$ cat config.mk
export PLATFORM = sky130hd
export DESIGN_NAME = lcd_controller_window_write
export DESIGN_NICKNAME = d
export VERILOG_FILES = /design/src/hw/rtl/lcdw_pkg.sv /design/src/hw/rtl/lcd_controller_window_write.sv /design/src/hw/rtl/lcdw_front.sv /design/src/hw/rtl/lcdw_queue.sv /design/src/hw/rtl/lcdw_back.sv
export SDC_FILE = /design/constraint.sdc
export NUM_CORES = 1
export LEC_CHECK = 0
export ABC_AREA = 1
export BUFFER_PORTS_ARGS = -buffer_cell sky130_fd_sc_hd__buf_2
export CAP_MARGIN = 0
export CELL_PAD_IN_SITES_DETAIL_PLACEMENT = 1
export CELL_PAD_IN_SITES_GLOBAL_PLACEMENT = 2
export CORE_AREA = 5 5 166 168
export CTS_CLUSTER_DIAMETER = 100
export DETAILED_ROUTE_END_ITERATION = 12
export DIE_AREA = 0 0 171 173
export MAX_ROUTING_LAYER = met4
export PLACE_DENSITY = 0.84
export SLEW_MARGIN = 20
export SYNTH_ARGS = -nofsm -noshare
export SYNTH_HDL_FRONTEND = slang
export SYNTH_SLANG_ARGS = --single-unit
$ cat constraint.sdc
create_clock -name clk_i -period 7.19 [get_ports clk_i]
set_input_delay 0 -clock clk_i [delete_from_list [all_inputs] [get_ports clk_i]]
set_output_delay 0 -clock clk_i [all_outputs]
set_load 0.02 [all_outputs]
$ cat src/hw/rtl/lcdw_pkg.sv
package lcdw_pkg;

  localparam logic [7:0] CMD_SW_RESET   = 8'h01;
  localparam logic [7:0] CMD_SLEEP_OUT  = 8'h11;
  localparam logic [7:0] CMD_DISP_OFF   = 8'h28;
  localparam logic [7:0] CMD_DISP_ON    = 8'h29;
  localparam logic [7:0] CMD_COL_SET    = 8'h2a;
  localparam logic [7:0] CMD_PAGE_SET   = 8'h2b;
  localparam logic [7:0] CMD_MEM_WRITE  = 8'h2c;
  localparam logic [7:0] CMD_MADCTL     = 8'h36;
  localparam logic [7:0] CMD_PIX_FMT    = 8'h3a;
  localparam logic [7:0] CMD_FRAME_CTRL = 8'hb1;
  localparam logic [7:0] CMD_ENTRY_MODE = 8'hb7;
  localparam logic [7:0] CMD_PWR_CTRL1  = 8'hc0;
  localparam logic [7:0] CMD_PWR_CTRL2  = 8'hc1;
  localparam logic [7:0] CMD_VCOM_CTRL1 = 8'hc5;
  localparam logic [7:0] CMD_VCOM_CTRL2 = 8'hc7;

  localparam int unsigned CURSOR_W    = 17;
  localparam int unsigned WIN_W       = 16;
  localparam int unsigned QUEUE_DEPTH = 2;
  localparam int unsigned QPTR_W      = (QUEUE_DEPTH > 1) ? $clog2(QUEUE_DEPTH) : 1;
  localparam int unsigned QCNT_W      = $clog2(QUEUE_DEPTH + 1);

  typedef enum logic [2:0] {
    OP_COL_START,
    OP_COL_END,
    OP_ROW_START,
    OP_ROW_END,
    OP_MEM_START,
    OP_PIXEL
  } op_e;

  typedef struct packed {
    op_e        op;
    logic [7:0] data;
  } lcdw_op_t;

endpackage

$ cat src/hw/rtl/lcd_controller_window_write.sv
// Display controller window write: takes 8-bit command/data bus beats and
// turns memory-write pixel data into framebuffer byte writes with a 17-bit
// pixel index. One beat per cycle is accepted sustained while the queue is
// not full. A front stage tracks the active command and parameter count,
// a two-entry queue decouples it from the back stage, which pops each
// entry, updates the window and cursor and computes row * PANEL_WIDTH +
// col into a registered output. Off-panel and out-of-window bytes give no
// beat on the output.
module lcd_controller_window_write
  import lcdw_pkg::*;
#(
  parameter int unsigned PANEL_WIDTH  = 320,
  parameter int unsigned PANEL_HEIGHT = 240
) (
  input  logic        clk_i,
  input  logic        rst_ni,
  input  logic        in_valid_i,
  output logic        in_ready_o,
  input  logic        func_i,
  input  logic [7:0]  bus_byte_i,
  output logic        out_valid_o,
  input  logic        out_ready_i,
  output logic [16:0] pixel_index_o,
  output logic        high_half_o,
  output logic [7:0]  pixel_byte_o
);

  logic     push, pop, empty, full;
  lcdw_op_t push_op, pop_op;

  lcdw_front u_front (
    .clk_i      (clk_i),
    .rst_ni     (rst_ni),
    .in_valid_i (in_valid_i),
    .in_ready_o (in_ready_o),
    .func_i     (func_i),
    .bus_byte_i (bus_byte_i),
    .full_i     (full),
    .push_o     (push),
    .push_op_o  (push_op)
  );

  lcdw_queue u_queue (
    .clk_i     (clk_i),
    .rst_ni    (rst_ni),
    .push_i    (push),
    .push_op_i (push_op),
    .pop_i     (pop),
    .pop_op_o  (pop_op),
    .empty_o   (empty),
    .full_o    (full)
  );

  lcdw_back #(
    .PANEL_WIDTH  (PANEL_WIDTH),
    .PANEL_HEIGHT (PANEL_HEIGHT)
  ) u_back (
    .clk_i         (clk_i),
    .rst_ni        (rst_ni),
    .empty_i       (empty),
    .op_i          (pop_op),
    .pop_o         (pop),
    .out_valid_o   (out_valid_o),
    .out_ready_i   (out_ready_i),
    .pixel_index_o (pixel_index_o),
    .high_half_o   (high_half_o),
    .pixel_byte_o  (pixel_byte_o)
  );

endmodule

$ cat src/hw/rtl/lcdw_front.sv
module lcdw_front
  import lcdw_pkg::*;
(
  input  logic     clk_i,
  input  logic     rst_ni,
  input  logic     in_valid_i,
  output logic     in_ready_o,
  input  logic     func_i,
  input  logic [7:0] bus_byte_i,
  input  logic     full_i,
  output logic     push_o,
  output lcdw_op_t push_op_o
);

  logic [7:0] active_cmd_q, active_cmd_d;
  logic [2:0] params_q, params_d;
  logic       accept;
  logic [2:0] params_dec;

  assign in_ready_o = !full_i;
  assign accept     = in_valid_i && !full_i;
  assign params_dec = (params_q != 3'd0) ? params_q - 3'd1 : 3'd0;

  always_comb begin
    active_cmd_d        = active_cmd_q;
    params_d            = params_q;
    push_o              = 1'b0;
    push_op_o.op        = OP_PIXEL;
    push_op_o.data      = bus_byte_i;
    if (accept) begin
      if (!func_i) begin
        active_cmd_d = bus_byte_i;
        case (bus_byte_i) inside
          CMD_SW_RESET, CMD_SLEEP_OUT, CMD_DISP_OFF, CMD_DISP_ON: params_d = 3'd0;
          CMD_PWR_CTRL1, CMD_PWR_CTRL2, CMD_VCOM_CTRL2, CMD_MADCTL, CMD_PIX_FMT,
          CMD_ENTRY_MODE: params_d = 3'd1;
          CMD_VCOM_CTRL1, CMD_FRAME_CTRL: params_d = 3'd2;
          CMD_COL_SET, CMD_PAGE_SET: params_d = 3'd4;
          CMD_MEM_WRITE: begin
            params_d     = 3'd0;
            push_o       = 1'b1;
            push_op_o.op = OP_MEM_START;
          end
          default: params_d = params_q;
        endcase
      end else begin
        case (active_cmd_q)
          CMD_COL_SET: begin
            push_o       = 1'b1;
            push_op_o.op = (params_q > 3'd2) ? OP_COL_START : OP_COL_END;
            params_d     = params_dec;
          end
          CMD_PAGE_SET: begin
            push_o       = 1'b1;
            push_op_o.op = (params_q > 3'd2) ? OP_ROW_START : OP_ROW_END;
            params_d     = params_dec;
          end
          CMD_MEM_WRITE: begin
            push_o       = 1'b1;
            push_op_o.op = OP_PIXEL;
          end
          default: push_o = 1'b0;
        endcase
      end
    end
  end

  always_ff @(posedge clk_i or negedge rst_ni) begin
    if (!rst_ni) begin
      active_cmd_q <= '0;
      params_q     <= '0;
    end else begin
      active_cmd_q <= active_cmd_d;
      params_q     <= params_d;
    end
  end

endmodule

$ cat src/hw/rtl/lcdw_queue.sv
module lcdw_queue
  import lcdw_pkg::*;
(
  input  logic     clk_i,
  input  logic     rst_ni,
  input  logic     push_i,
  input  lcdw_op_t push_op_i,
  input  logic     pop_i,
  output lcdw_op_t pop_op_o,
  output logic     empty_o,
  output logic     full_o
);

  lcdw_op_t           mem_q [QUEUE_DEPTH];
  logic [QPTR_W-1:0]  wr_ptr_q, wr_ptr_d, rd_ptr_q, rd_ptr_d;
  logic [QCNT_W-1:0]  count_q, count_d;
  logic               do_push, do_pop;

  assign empty_o  = (count_q == '0);
  assign full_o   = (count_q == QCNT_W'(QUEUE_DEPTH));
  assign do_push  = push_i && !full_o;
  assign do_pop   = pop_i && !empty_o;
  assign pop_op_o = mem_q[rd_ptr_q];

  always_comb begin
    wr_ptr_d = wr_ptr_q;
    rd_ptr_d = rd_ptr_q;
    count_d  = count_q;
    if (do_push) begin
      wr_ptr_d = (wr_ptr_q == QPTR_W'(QUEUE_DEPTH - 1)) ? '0 : wr_ptr_q + 1'b1;
    end
    if (do_pop) begin
      rd_ptr_d = (rd_ptr_q == QPTR_W'(QUEUE_DEPTH - 1)) ? '0 : rd_ptr_q + 1'b1;
    end
    if (do_push && !do_pop) begin
      count_d = count_q + 1'b1;
    end else if (do_pop && !do_push) begin
      count_d = count_q - 1'b1;
    end
  end

  always_ff @(posedge clk_i) begin
    if (do_push) begin
      mem_q[wr_ptr_q] <= push_op_i;
    end
  end

  always_ff @(posedge clk_i or negedge rst_ni) begin
    if (!rst_ni) begin
      wr_ptr_q <= '0;
      rd_ptr_q <= '0;
      count_q  <= '0;
    end else begin
      wr_ptr_q <= wr_ptr_d;
      rd_ptr_q <= rd_ptr_d;
      count_q  <= count_d;
    end
  end

  a_no_overflow: assert property (@(posedge clk_i) disable iff (!rst_ni)
    push_i |-> !full_o)
    else $error("push into full queue");

  a_count_bound: assert property (@(posedge clk_i) disable iff (!rst_ni)
    count_q <= QCNT_W'(QUEUE_DEPTH))
    else $error("queue count out of range");

endmodule

$ cat src/hw/rtl/lcdw_back.sv
module lcdw_back
  import lcdw_pkg::*;
#(
  parameter int unsigned PANEL_WIDTH  = 320,
  parameter int unsigned PANEL_HEIGHT = 240
) (
  input  logic        clk_i,
  input  logic        rst_ni,
  input  logic        empty_i,
  input  lcdw_op_t    op_i,
  output logic        pop_o,
  output logic        out_valid_o,
  input  logic        out_ready_i,
  output logic [16:0] pixel_index_o,
  output logic        high_half_o,
  output logic [7:0]  pixel_byte_o
);

  logic [WIN_W-1:0]    col_start_q, col_start_d, col_end_q, col_end_d;
  logic [WIN_W-1:0]    row_start_q, row_start_d, row_end_q, row_end_d;
  logic [CURSOR_W-1:0] cur_col_q, cur_col_d, cur_row_q, cur_row_d;
  logic                phase_q, phase_d;
  logic                out_valid_q, out_valid_d;
  logic [16:0]         index_q, index_d;
  logic                high_q, high_d;
  logic [7:0]          byte_q, byte_d;

  logic [CURSOR_W-1:0] col_w, row_w;
  logic                wrap, in_win, on_panel;

  assign pop_o = !empty_i && (!out_valid_q || out_ready_i);

  assign wrap     = cur_col_q > {1'b0, col_end_q};
  assign col_w    = wrap ? {1'b0, col_start_q} : cur_col_q;
  assign row_w    = wrap ? cur_row_q + 1'b1 : cur_row_q;
  assign in_win   = row_w <= {1'b0, row_end_q};
  assign on_panel = (col_w < CURSOR_W'(PANEL_WIDTH)) && (row_w < CURSOR_W'(PANEL_HEIGHT));

  always_comb begin
    col_start_d = col_start_q;
    col_end_d   = col_end_q;
    row_start_d = row_start_q;
    row_end_d   = row_end_q;
    cur_col_d   = cur_col_q;
    cur_row_d   = cur_row_q;
    phase_d     = phase_q;
    out_valid_d = out_valid_q && !out_ready_i;
    index_d     = index_q;
    high_d      = high_q;
    byte_d      = byte_q;
    if (pop_o) begin
      case (op_i.op)
        OP_COL_START: col_start_d = {col_start_q[7:0], op_i.data};
        OP_COL_END:   col_end_d   = {col_end_q[7:0], op_i.data};
        OP_ROW_START: row_start_d = {row_start_q[7:0], op_i.data};
        OP_ROW_END:   row_end_d   = {row_end_q[7:0], op_i.data};
        OP_MEM_START: begin
          cur_col_d = {1'b0, col_start_q};
          cur_row_d = {1'b0, row_start_q};
          phase_d   = 1'b0;
        end
        OP_PIXEL: begin
          cur_col_d = col_w;
          cur_row_d = row_w;
          if (in_win) begin
            phase_d = !phase_q;
            if (phase_q) begin
              cur_col_d = col_w + 1'b1;
            end
            if (on_panel) begin
              out_valid_d = 1'b1;
              index_d     = 17'(row_w * CURSOR_W'(PANEL_WIDTH)) + col_w;
              high_d      = !phase_q;
              byte_d      = op_i.data;
            end
          end
        end
        default: phase_d = phase_q;
      endcase
    end
  end

  always_ff @(posedge clk_i or negedge rst_ni) begin
    if (!rst_ni) begin
      col_start_q <= '0;
      col_end_q   <= '0;
      row_start_q <= '0;
      row_end_q   <= '0;
      cur_col_q   <= '0;
      cur_row_q   <= '0;
      phase_q     <= 1'b0;
      out_valid_q <= 1'b0;
    end else begin
      col_start_q <= col_start_d;
      col_end_q   <= col_end_d;
      row_start_q <= row_start_d;
      row_end_q   <= row_end_d;
      cur_col_q   <= cur_col_d;
      cur_row_q   <= cur_row_d;
      phase_q     <= phase_d;
      out_valid_q <= out_valid_d;
    end
  end

  always_ff @(posedge clk_i) begin
    index_q <= index_d;
    high_q  <= high_d;
    byte_q  <= byte_d;
  end

  assign out_valid_o   = out_valid_q;
  assign pixel_index_o = index_q;
  assign high_half_o   = high_q;
  assign pixel_byte_o  = byte_q;

  a_mem_start_phase: assert property (@(posedge clk_i) disable iff (!rst_ni)
    pop_o && op_i.op == OP_MEM_START |=> !phase_q)
    else $error("memory write did not restart on a high byte");

  a_index_on_panel: assert property (@(posedge clk_i) disable iff (!rst_ni)
    out_valid_q |-> 32'(index_q) < 32'(PANEL_WIDTH * PANEL_HEIGHT))
    else $error("pixel index beyond panel");

  a_no_pop_on_stall: assert property (@(posedge clk_i) disable iff (!rst_ni)
    out_valid_q && !out_ready_i |-> !pop_o)
    else $error("op executed while result stalled");

endmodule

# Yosys cells after proc, flatten, opt, wreduce, memory -nomap -nowiden
# Memory sizes are Yosys's and may differ from the RTL's.
# Cells that the tools add are included.
# Widths: inputs -> output; s select.
totals:
  regBits: 141
  latch_bits: 0
  ram_bits: 22
  romBits: 0
  wordCells: 139
  mem_count: 1
classes:
  add_sub_neg: 8
  n_mul: 1
  div_mod_pow: 0
  magnitude_cmp: 5
  eq_ne: 26
  shift: 0
  muxes: 44
  n_bitwise: 1
  reduce_logical: 37
mem_list:
  columns: ["name", "depth", "word_bits", "rd", "rd_ports_with_merged_regs", "wr", "line_no", "source"]
  rows:
  - ["u_queue.mem_q", 2, 11, 1, 0, 1, "lcdw_queue.sv:14", "lcdw_op_t mem_q [QUEUE_DEPTH];"]
ops:
  columns: ["op", "n"]
  rows:
  - ["$eq 8x6->1 const B", 10]
  - ["$mux 17", 4]
  - ["$pmux 17 s2", 2]
  - ["$eq 8x8->1 const B", 6]
  - ["$mux 3", 14]
  - ["$add 17x1->17 const B", 2]
  - ["$mux 1", 20]
  - ["$add 17x17->17", 1]
  - ["$gt 17x16->1", 1]
  - ["$le 17x16->1", 1]
  - ["$lt 17x8->1 const B", 1]
  - ["$lt 17x9->1 const B", 1]
  - ["$mul 17x3->11 const B", 1]
  - ["$reduce_and 2->1", 6]
  - ["$eq 8x1->1 const B", 1]
  - ["$eq 8x5->1 const B", 1]
  - ["$logic_and 1x1->1", 8]
  - ["$logic_not 1->1", 7]
  - ["$eq 3x2->1 const B", 2]
  - ["$eq 3x3->1 const B", 2]
  - ["$pmux 3 s2", 1]
  - ["$reduce_and 3->1", 2]
  - ["$reduce_bool 6->1", 1]
  - ["$reduce_or 2->1", 3]
  - ["other kinds (21)", 24]

# Logic depth before layout (Yosys ltp)
# Gate-level depths: netlist (run 1).
depth:
  depth_word: 13
  mapped_depth: 37

# Modules after synthesis
# Synthesis (run 1) repeated with hierarchy kept, for this count alone.
unflattened:
  cells_unflattened: 1249
  hier_area_um2: 9829.4
modules_own_cells:
  columns: ["module", "n_inst", "cells_each", "area_per_inst_um2", "seq_area_each_um2"]
  rows:
  - ["lcdw_back", 1, 1023, 7930.1, 3283.1]
  - ["lcdw_queue", 1, 89, 1028.5, 760.7]
  - ["lcdw_front", 1, 137, 870.8, 275.3]

# Worst setup path before layout (run 1)
# Ideal clock, no wire load.
synth_path:
  path_type: "flip-flop to flip-flop"
  start: "reg u_back.cur_col_q[8]"
  end: "reg u_back.high_q, in the netlist u_back.high_half_o (enable)"
  arrival_time_ps: 4736
  setup_slack_ps: 2045
  stages_incl_launch_ff: 28
  period_less_slack_ps: 5145
  path_cell_list: "dfrtp_1 ha_1 nand2_2 nor2_4 nand3b_1 nor2_2 nor2_2 nand2_4 nand2_4 buf_6 buf_6 nor2_4 nand2_2 nor2_4 xor2_2 inv_1 ha_1 inv_1 nor4_1 inv_1 o21ai_0 nand2_2 inv_2 buf_2 nand4_1 nor2_1 nand4_1 nor2_1"
synth_via:
  elab_chain_len: 5
  elab_cells_between_ends: 8
synth_rtl:
  columns: ["element", "line_no", "source"]
  rows:
  - ["from (decl)", "lcdw_back.sv:21", "logic [CURSOR_W-1:0] cur_col_q, cur_col_d, cur_row_q, cur_row_d;"]
  - ["from (signal assigned)", "lcdw_back.sv:98", "cur_col_q <= cur_col_d;"]
  - ["$gt 17x16->1", "lcdw_back.sv:33", "assign wrap = cur_col_q > {1'b0, col_end_q};"]
  - ["$mux 17, on equally long branches", "lcdw_back.sv:34, lcdw_back.sv:35", null]
  - ["$lt 17x9->1 / $lt 17x8->1 (equally long branches)", "lcdw_back.sv:37", "assign on_panel = (col_w < CURSOR_W'(PANEL_WIDTH)) && (row_w < CURSOR_W'(PANEL_HEIGHT));"]
  - ["$logic_and 1x1->1", "lcdw_back.sv:37", null]
  - ["$reduce_and 4->1 (no source line) *", null, null]
  - ["to (signal assigned)", "lcdw_back.sv:107", "high_q <= high_d;"]
  - ["to (decl)", "lcdw_back.sv:25", "logic high_q, high_d;"]
# Mark *: on every way between the ends. The rest lies on a longest branch, timed or not.
# A chain may end at the register's enable or synchronous reset.

# Worst setup path in the final report (run 1)
layout_path:
  start: "reg u_back.cur_col_q[12]"
  end: "reg u_back.index_q[16], in the netlist u_back.pixel_index_o[16] (data pin)"
layout_via:
  elab_chain_len: 4
  elab_cells_between_ends: 5
layout_rtl:
  columns: ["element", "line_no", "source"]
  rows:
  - ["$gt 17x16->1", "lcdw_back.sv:33", null]
  - ["$mux 17", "lcdw_back.sv:35", "assign row_w = wrap ? cur_row_q + 1'b1 : cur_row_q;"]
  - ["$mul 17x3->11", "lcdw_back.sv:72", "index_d = 17'(row_w * CURSOR_W'(PANEL_WIDTH)) + col_w;"]
  - ["$add 17x17->17 *", "lcdw_back.sv:72", null]
  - ["to (signal assigned)", "lcdw_back.sv:106", "index_q <= index_d;"]
  - ["to (decl)", "lcdw_back.sv:24", "logic [16:0] index_q, index_d;"]
# Marks and branches as above.

==> results of run 1 <==
stage by stage:
stage,hold slack (ps),cell area (µm²),setup WS (ps),std cells,utilization (%)
finish,181,10900,1420,1572,42.4
global route,230,10900,1070,1572,42.4
CTS,171,10900,1420,1572,42.4
detailed placement,181,10200,1460,1529,39.5
global placement,167,10200,1610,1529,39.5
floorplan,-296,9660,2040,1180,-
cell type report:
type | count | area, µm² | share of cell area (%)
flip-flops and latches | 163 | 4320 | 39.5
clock buffers | 17 | 425 | 3.89
inverters | 184 | 691 | 6.32
repair buffers | 59 | 373 | 3.41
multi-input cells | 799 | 4500 | 41.2
clock inverters | 15 | 206 | 1.89
well taps | 335 | 419 | 3.83
cell families (layout without fill, tap and decap cells):
kind of cell | after synthesis | in the layout
and+or+nand+nor | 467 | 467
AOI/OAI and AO/OA | 221 | 221
buffers and inverters | 218 | 275
DFF | 163 | 163
adders and majority gates | 64 | 64
xor gates and xnor gates | 34 | 34
muxes | 13 | 13
per-layer routing:
metal  wire length, µm  up-vias  GRT usage (%)  part of all wire, %
li1                  -     3938              -                    -
met1             13500     3938           28.2                   46
met5                 0        -              -                    0
met4               402        0           4.75                  1.4
met3              1130       28           2.92                  3.9
met2             14100      148           33.4                   48
path summary, 6_finish.rpt:
kind                                                  to  slack, ps
max in group asynchronous         u_back.row_start_q[13]       5700
min in group asynchronous            u_back.row_end_q[6]        220
worst max register to register  u_back.pixel_index_o[16]       1420
worst max-delay path            u_back.pixel_index_o[16]       1420
worst min-delay path                u_queue.mem_q[1][10]        180
worst min register to register        u_queue.count_q[0]        480
cells in the final DEF (no fill, tap or decap), types with 39 or more instances in the layout:
| master | synthesis | final |
|---|---|---|
| nand2_1 | 270 | 270 |
| inv_1 | 178 | 178 |
| o21ai_0 | 130 | 130 |
| dfrtp_1 | 115 | 115 |
| nor2_1 | 68 | 65 |
| nand3_1 | 62 | 62 |
| ha_1 | 62 | 62 |
| a21oi_1 | 58 | 58 |
| edfxtp_1 | 48 | 48 |
| buf_2 | 5 | 39 |
synth_stat cells, drive strengths merged (10+ instances only):
cell type and count:
a21oi 58, clkbuf 25, dfrtp 115, edfxtp 48, ha 62, inv 183, mux2 13, nand2 280
nand3 62, nand4 15, nor2 82, nor3 20, o21ai 140, xnor2 10, xor2 24
state kept, by name, summed over array words and instances, names as in the netlist:
| signal | cells |
|---|---|
| u_back.col_end_q | 16 |
| u_back.col_start_q | 16 |
| u_back.cur_col_q | 17 |
| u_back.cur_row_q | 17 |
| u_back.high_half_o | 1 |
| u_back.out_valid_o | 1 |
| u_back.phase_q | 1 |
| u_back.pixel_byte_o | 8 |
| u_back.pixel_index_o | 17 |
| u_back.row_end_q | 16 |
| u_back.row_start_q | 16 |
| u_front.active_cmd_q | 8 |
| u_front.params_q | 3 |
| u_queue.count_q | 2 |
| u_queue.mem_q | 22 |
| u_queue.rd_ptr_q | 1 |
| u_queue.wr_ptr_q | 1 |
tightest hold or removal path: cells and delay by family:
| kind | cells | cell delay (ps) |
|---|---|---|
| buf+inv | 1 | 100 |
| simple gates | 4 | 410 |
what timing repair did:
item	CTS	global route
buffers inserted	0	0
endpoints found under the hold margin	91	0
hold buffers	11	0
endpoints found under the setup margin	0	0
==> results.txt, run 1 <==
Status: finished clean
Post-CTS Resized: 0
# clock sinks: 163
Final hold violations: 0
Hold Path Class: in2reg
Starting density of the core: 37.5%
Unrepaired setup endpoints after global routing: false
Clock skew: 11.7 ps
Post-Route WL: 29,200 µm
Top cell type's share of synthesized area: 29.8%
# nets final: 1,301
Die Area: 0.0296 mm²
Post-synthesis register bit count: 163
Skew-Pair Late Insertion Delay: 440 ps
Total core area: 0.0258 mm²
Most common cell on crit path: ha_1
Worst hold path startpoint: in_valid_i
CTS Buf Count: 17
Share of cells above drive strength 1: 10.8%
Synthesized net count: 1,257
Slew headroom: 35.1%
Hpwl dp: 21,800 µm
Fill count: 3,060
Worst setup SP type: register
Area leader, netlist: dfrtp_1
Final min period: 5770 ps
Synth area leaders: dfrtp_1 (30%), edfxtp_1 (15%), nand2_1 (10%)
Pin count of the biggest net entering global routing: 63
Ordered cell list for the critical path: ha_1 -> nand2_1 -> inv_2 -> nand2_1 -> nor2_2 -> nand4_2 -> a21boi_2 -> o21ai_0 -> ha_1 -> ha_1 -> fa_1 -> xor2_1 -> ha_1 -> a21oi_1 -> nand2_1 -> a21oi_1 -> o21ai_0 -> a21oi_1 -> nor2_1 -> nor2_1 -> xor2_1 -> xnor2_1
Syn Area/Cell: 8.18 µm²
Vias: 8,052
DR pass1 iterations: 5
Share of flip-flops with an asynchronous set or reset: 70.6%
Reg-to-reg startpoint: u_back.cur_col_q[12]
CTS Root Cell: clkbuf_16
Crit-path slowest cell: o21ai_0
DRC: 0
Largest family of logic cells by synthesized area: simple AND/OR/NAND/NOR gates
Fmax achieved: 0.173 GHz
Syn Inst Count: 1,180
Routability Congestion: 0.864
Worst Path Buf+Inv: 1
Max Root-Sink Buffers: 2
Wirelength per Cell: 18.6 µm
Final setup fails: 0
Post-synthesis mux area share: 1.52%
Worst slew pin tran: 971 ps
Final Max Slew Viols: 0
Post-Synth Simple-Gate Area: 21.2%
CP Max Fanout: 19
Initial DRC count: 499
GRT Resource Usage Total: 20.9%
DIE HEIGHT: 173 µm
Setup TNS: 0 ps
Setup CP Type: reg2reg
Number of distinct library cells after synthesis: 46
Vias per cell: 5.12
Final ANT Viol Nets: 0
Compound-Gate Fraction of Synth Area: 12.2%
Global-route wire length before repair: 47,200 µm
Htree depth: 4
Port Buffers: 40
CP startpoint: u_back.cur_col_q[12]
Die width: 171 µm
Xor/xnor share of the synthesized area: 3.16%
Clock slew at reported path FFs: 80 ps
TritonCTS clock tree: built
FF-to-FF path depth: 22
Slowest stage delay, CP: 770 ps
Top_reg_cell synth: dfrtp_1
CP arrival: 5960 ps
Max capacitance violation total: 0
Stages on worst setup path: 22
Worst setup EP type: register
Top Ports: 41
Final Cycle Share: 80.2%
Initial antenna violation count: 1
Sequential share of the synthesized area: 44.7%
GRT Residual Overflow: 0
Via count of the first global-routing pass: 8,447
Area Growth Syn to Fin: 13.2%
Row count: 59
CP top delay family: compound AO/OA/AOI/OAI gates
Post-synth EDFFs: 48
Yosys warnings: 0
Post-Synth Adder-Cell Area: 8.45%
CP required: 7380 ps
WHS Path Cells: 5
Antenna Cells: 0
Synthesized cell area: 0.00966 mm²
Power of run 1 is left out: the tool's default activity adds up to more than one toggle a clock period on the data nets, which glitch-free logic cannot reach.
==> run 2: changes to the inputs <==
- clock period: 7.19 -> 5.45 ns (I/O delays scaled with it)
==> run 2 against run 1 <==
  * Die area did not move
  * Fmax up 15%
  * Worst hold slack worse by 24 ps
  * Sequential share of layout area decreased by 0.34 points
  * Via count increased by 1.6%
  * First-iteration DRC count is 1.8% lower
  * Core utilization up 0.37 points
  * Critical path depth grew 3
  * Largest cell class unchanged
  * Non-clock buffer count increased by 14
  * Sequential cell count unchanged
==> results.txt, run 2 (synthesis results as in run 1) <==
Area Growth Syn to Fin: 14.2%
Die Area: 0.0296 mm² (unchanged)
Skew-Pair Late Insertion Delay: 450 ps (about the same)
Port Buffers: 40 (unchanged)
Clock slew at reported path FFs: 90 ps (about the same)
Slew headroom: 31.7% (-3.3 points)
DRC: 0 (unchanged)
Antenna Cells: 0 (unchanged)
CTS Buf Count: 17 (unchanged)
Final Cycle Share: 91.7% (+12 points)
Unrepaired setup endpoints after global routing: false
Worst setup EP type: register
Most common cell after layout, fill and taps aside: nand2_1
Share of cells above drive strength 1: 11.9% (+1.1 points)
Hpwl dp: 22,400 µm (+2.8%)
Largest Register: u_queue.mem_q
Routability Congestion: 0.909 (+5.1%)
Vias: 8,180 (+1.6%)
Status: finished clean
CP arrival: 5200 ps (-760 ps)
Final ANT Viol Nets: 0 (unchanged)
CP top delay family: adder cells
Worst setup SP type: register
Die width: 171 µm (unchanged)
Row count: 59 (unchanged)
Max capacitance violation total: 0 (unchanged)
Most frequent cells in the layout: nand2_1 (270), inv_1 (178), o21ai_0 (130)
Flip-flop count of the largest register after layout: 22 (unchanged)
Total core area: 0.0258 mm² (unchanged)
Hold Path Class: in2async
Setup TNS: 0 ps (unchanged)
Top Ports: 41 (unchanged)
Initial DRC count: 490 (-1.8%)
Starting density of the core: 37.5% (unchanged)
TritonCTS clock tree: built
Worst Path Buf+Inv: 1 (unchanged)
Crit-path slowest cell: dfrtp_1
Worst slew pin tran: 1020 ps (+50.0 ps)
Max Root-Sink Buffers: 2 (unchanged)
Via count of the first global-routing pass: 8,643 (+2.3%)
Htree depth: 4 (unchanged)
CP required: 5650 ps (-1730 ps)
Clock skew: 17.3 ps (+5.61 ps)
CTS Root Cell: clkbuf_16
Vias per cell: 5.16 (+0.69%)
Global-route wire length before repair: 47,400 µm (+0.38%)
Final min period: 5000 ps (-766 ps)
Slowest stage delay, CP: 410 ps (-360 ps)
Fmax achieved: 0.200 GHz (+15%)
# nets final: 1,315 (+1.1%)
Most common cell on crit path: ha_1
Setup CP Type: reg2reg
GRT Residual Overflow: 0 (unchanged)
Final hold violations: 0 (unchanged)
Wirelength per Cell: 18.6 µm (+0.46%)
Pin count of the biggest net entering global routing: 65 (+3.2%)
CP Max Fanout: 18 (-1)
# clock sinks: 163 (unchanged)
Post-Route WL: 29,600 µm (+1.4%)
Initial antenna violation count: 0 (-1)
GRT Resource Usage Total: 21.0% (+0.11 points)
DIE HEIGHT: 173 µm (unchanged)
Final Max Slew Viols: 0 (unchanged)
Final setup fails: 0 (unchanged)
DR pass1 iterations: 5 (unchanged)
## run 2: cell count changes in the layout (fill, tap and decap cells not counted), sizes merged
cell,delta
buf,+14
bufinv,-1
clkinv,-1
inv,+2
## run 2: final timing paths
| path | from | endpoint | slack (ps) | cells past startpoint |
|---|---|---|---|---|
| setup / recovery | u_back.cur_col_q[4] | u_back.pixel_index_o[16] | 450 | 25 |
| hold / removal | rst_ni | u_back.row_end_q[11] | 160 | 2 |
| setup reg to reg | u_back.cur_col_q[4] | u_back.pixel_index_o[16] | 450 | 25 |
| hold reg to reg | u_back.row_start_q[8] | u_back.row_start_q[8] | 480 | 2 |
| max in group asynchronous | rst_ni | u_back.col_start_q[11] | 3940 | 3 |
| min in group clk_i | in_valid_i | u_queue.mem_q[1][10] | 180 | 5 |
## run 2: metal layers
metal  vias to the layer above  track usage (%)  share of wire (%)
met3                        33             2.90                3.7
li1                       3967                -                  -
met2                       169             34.4                 49
met5                         -                -                  0
met1                      4011             27.3                 46
met4                         0             5.55                1.8
## run 2: what timing repair did
action                     4_1_cts  5_1_grt
resized for setup                0        2
setup buffers                    0        0
hold endpoints to repair        80        0
setup endpoints to repair        0        1
hold buffers                    11        0
## run 2: metrics by stage
stage	worst slack, ps	util [%]	hold slack (ps)	cell area [µm²]	cells
6_report	451	42.8	157	11000	1586
5_1_grt	41.5	42.8	236	11000	1586
3_3_place_gp	522	39.9	117	10300	1543
4_1_cts	267	42.8	176	11000	1586
3_5_place_dp	332	39.9	116	10300	1543
2_1_floorplan	305	-	-296	9660	1180
## run 2: final cells by class
| class | instances | area [µm²] |
|---|---|---|
| clock inverters | 15 | 193 |
| well taps | 335 | 419 |
| flip-flops and latches | 163 | 4320 |
| clock buffers | 17 | 425 |
| inverters | 184 | 691 |
| fillers | 3100 | 14700 |
| repair buffers | 73 | 478 |
| multi-input cells | 799 | 4500 |
Power of run 2 is left out for the same reason.
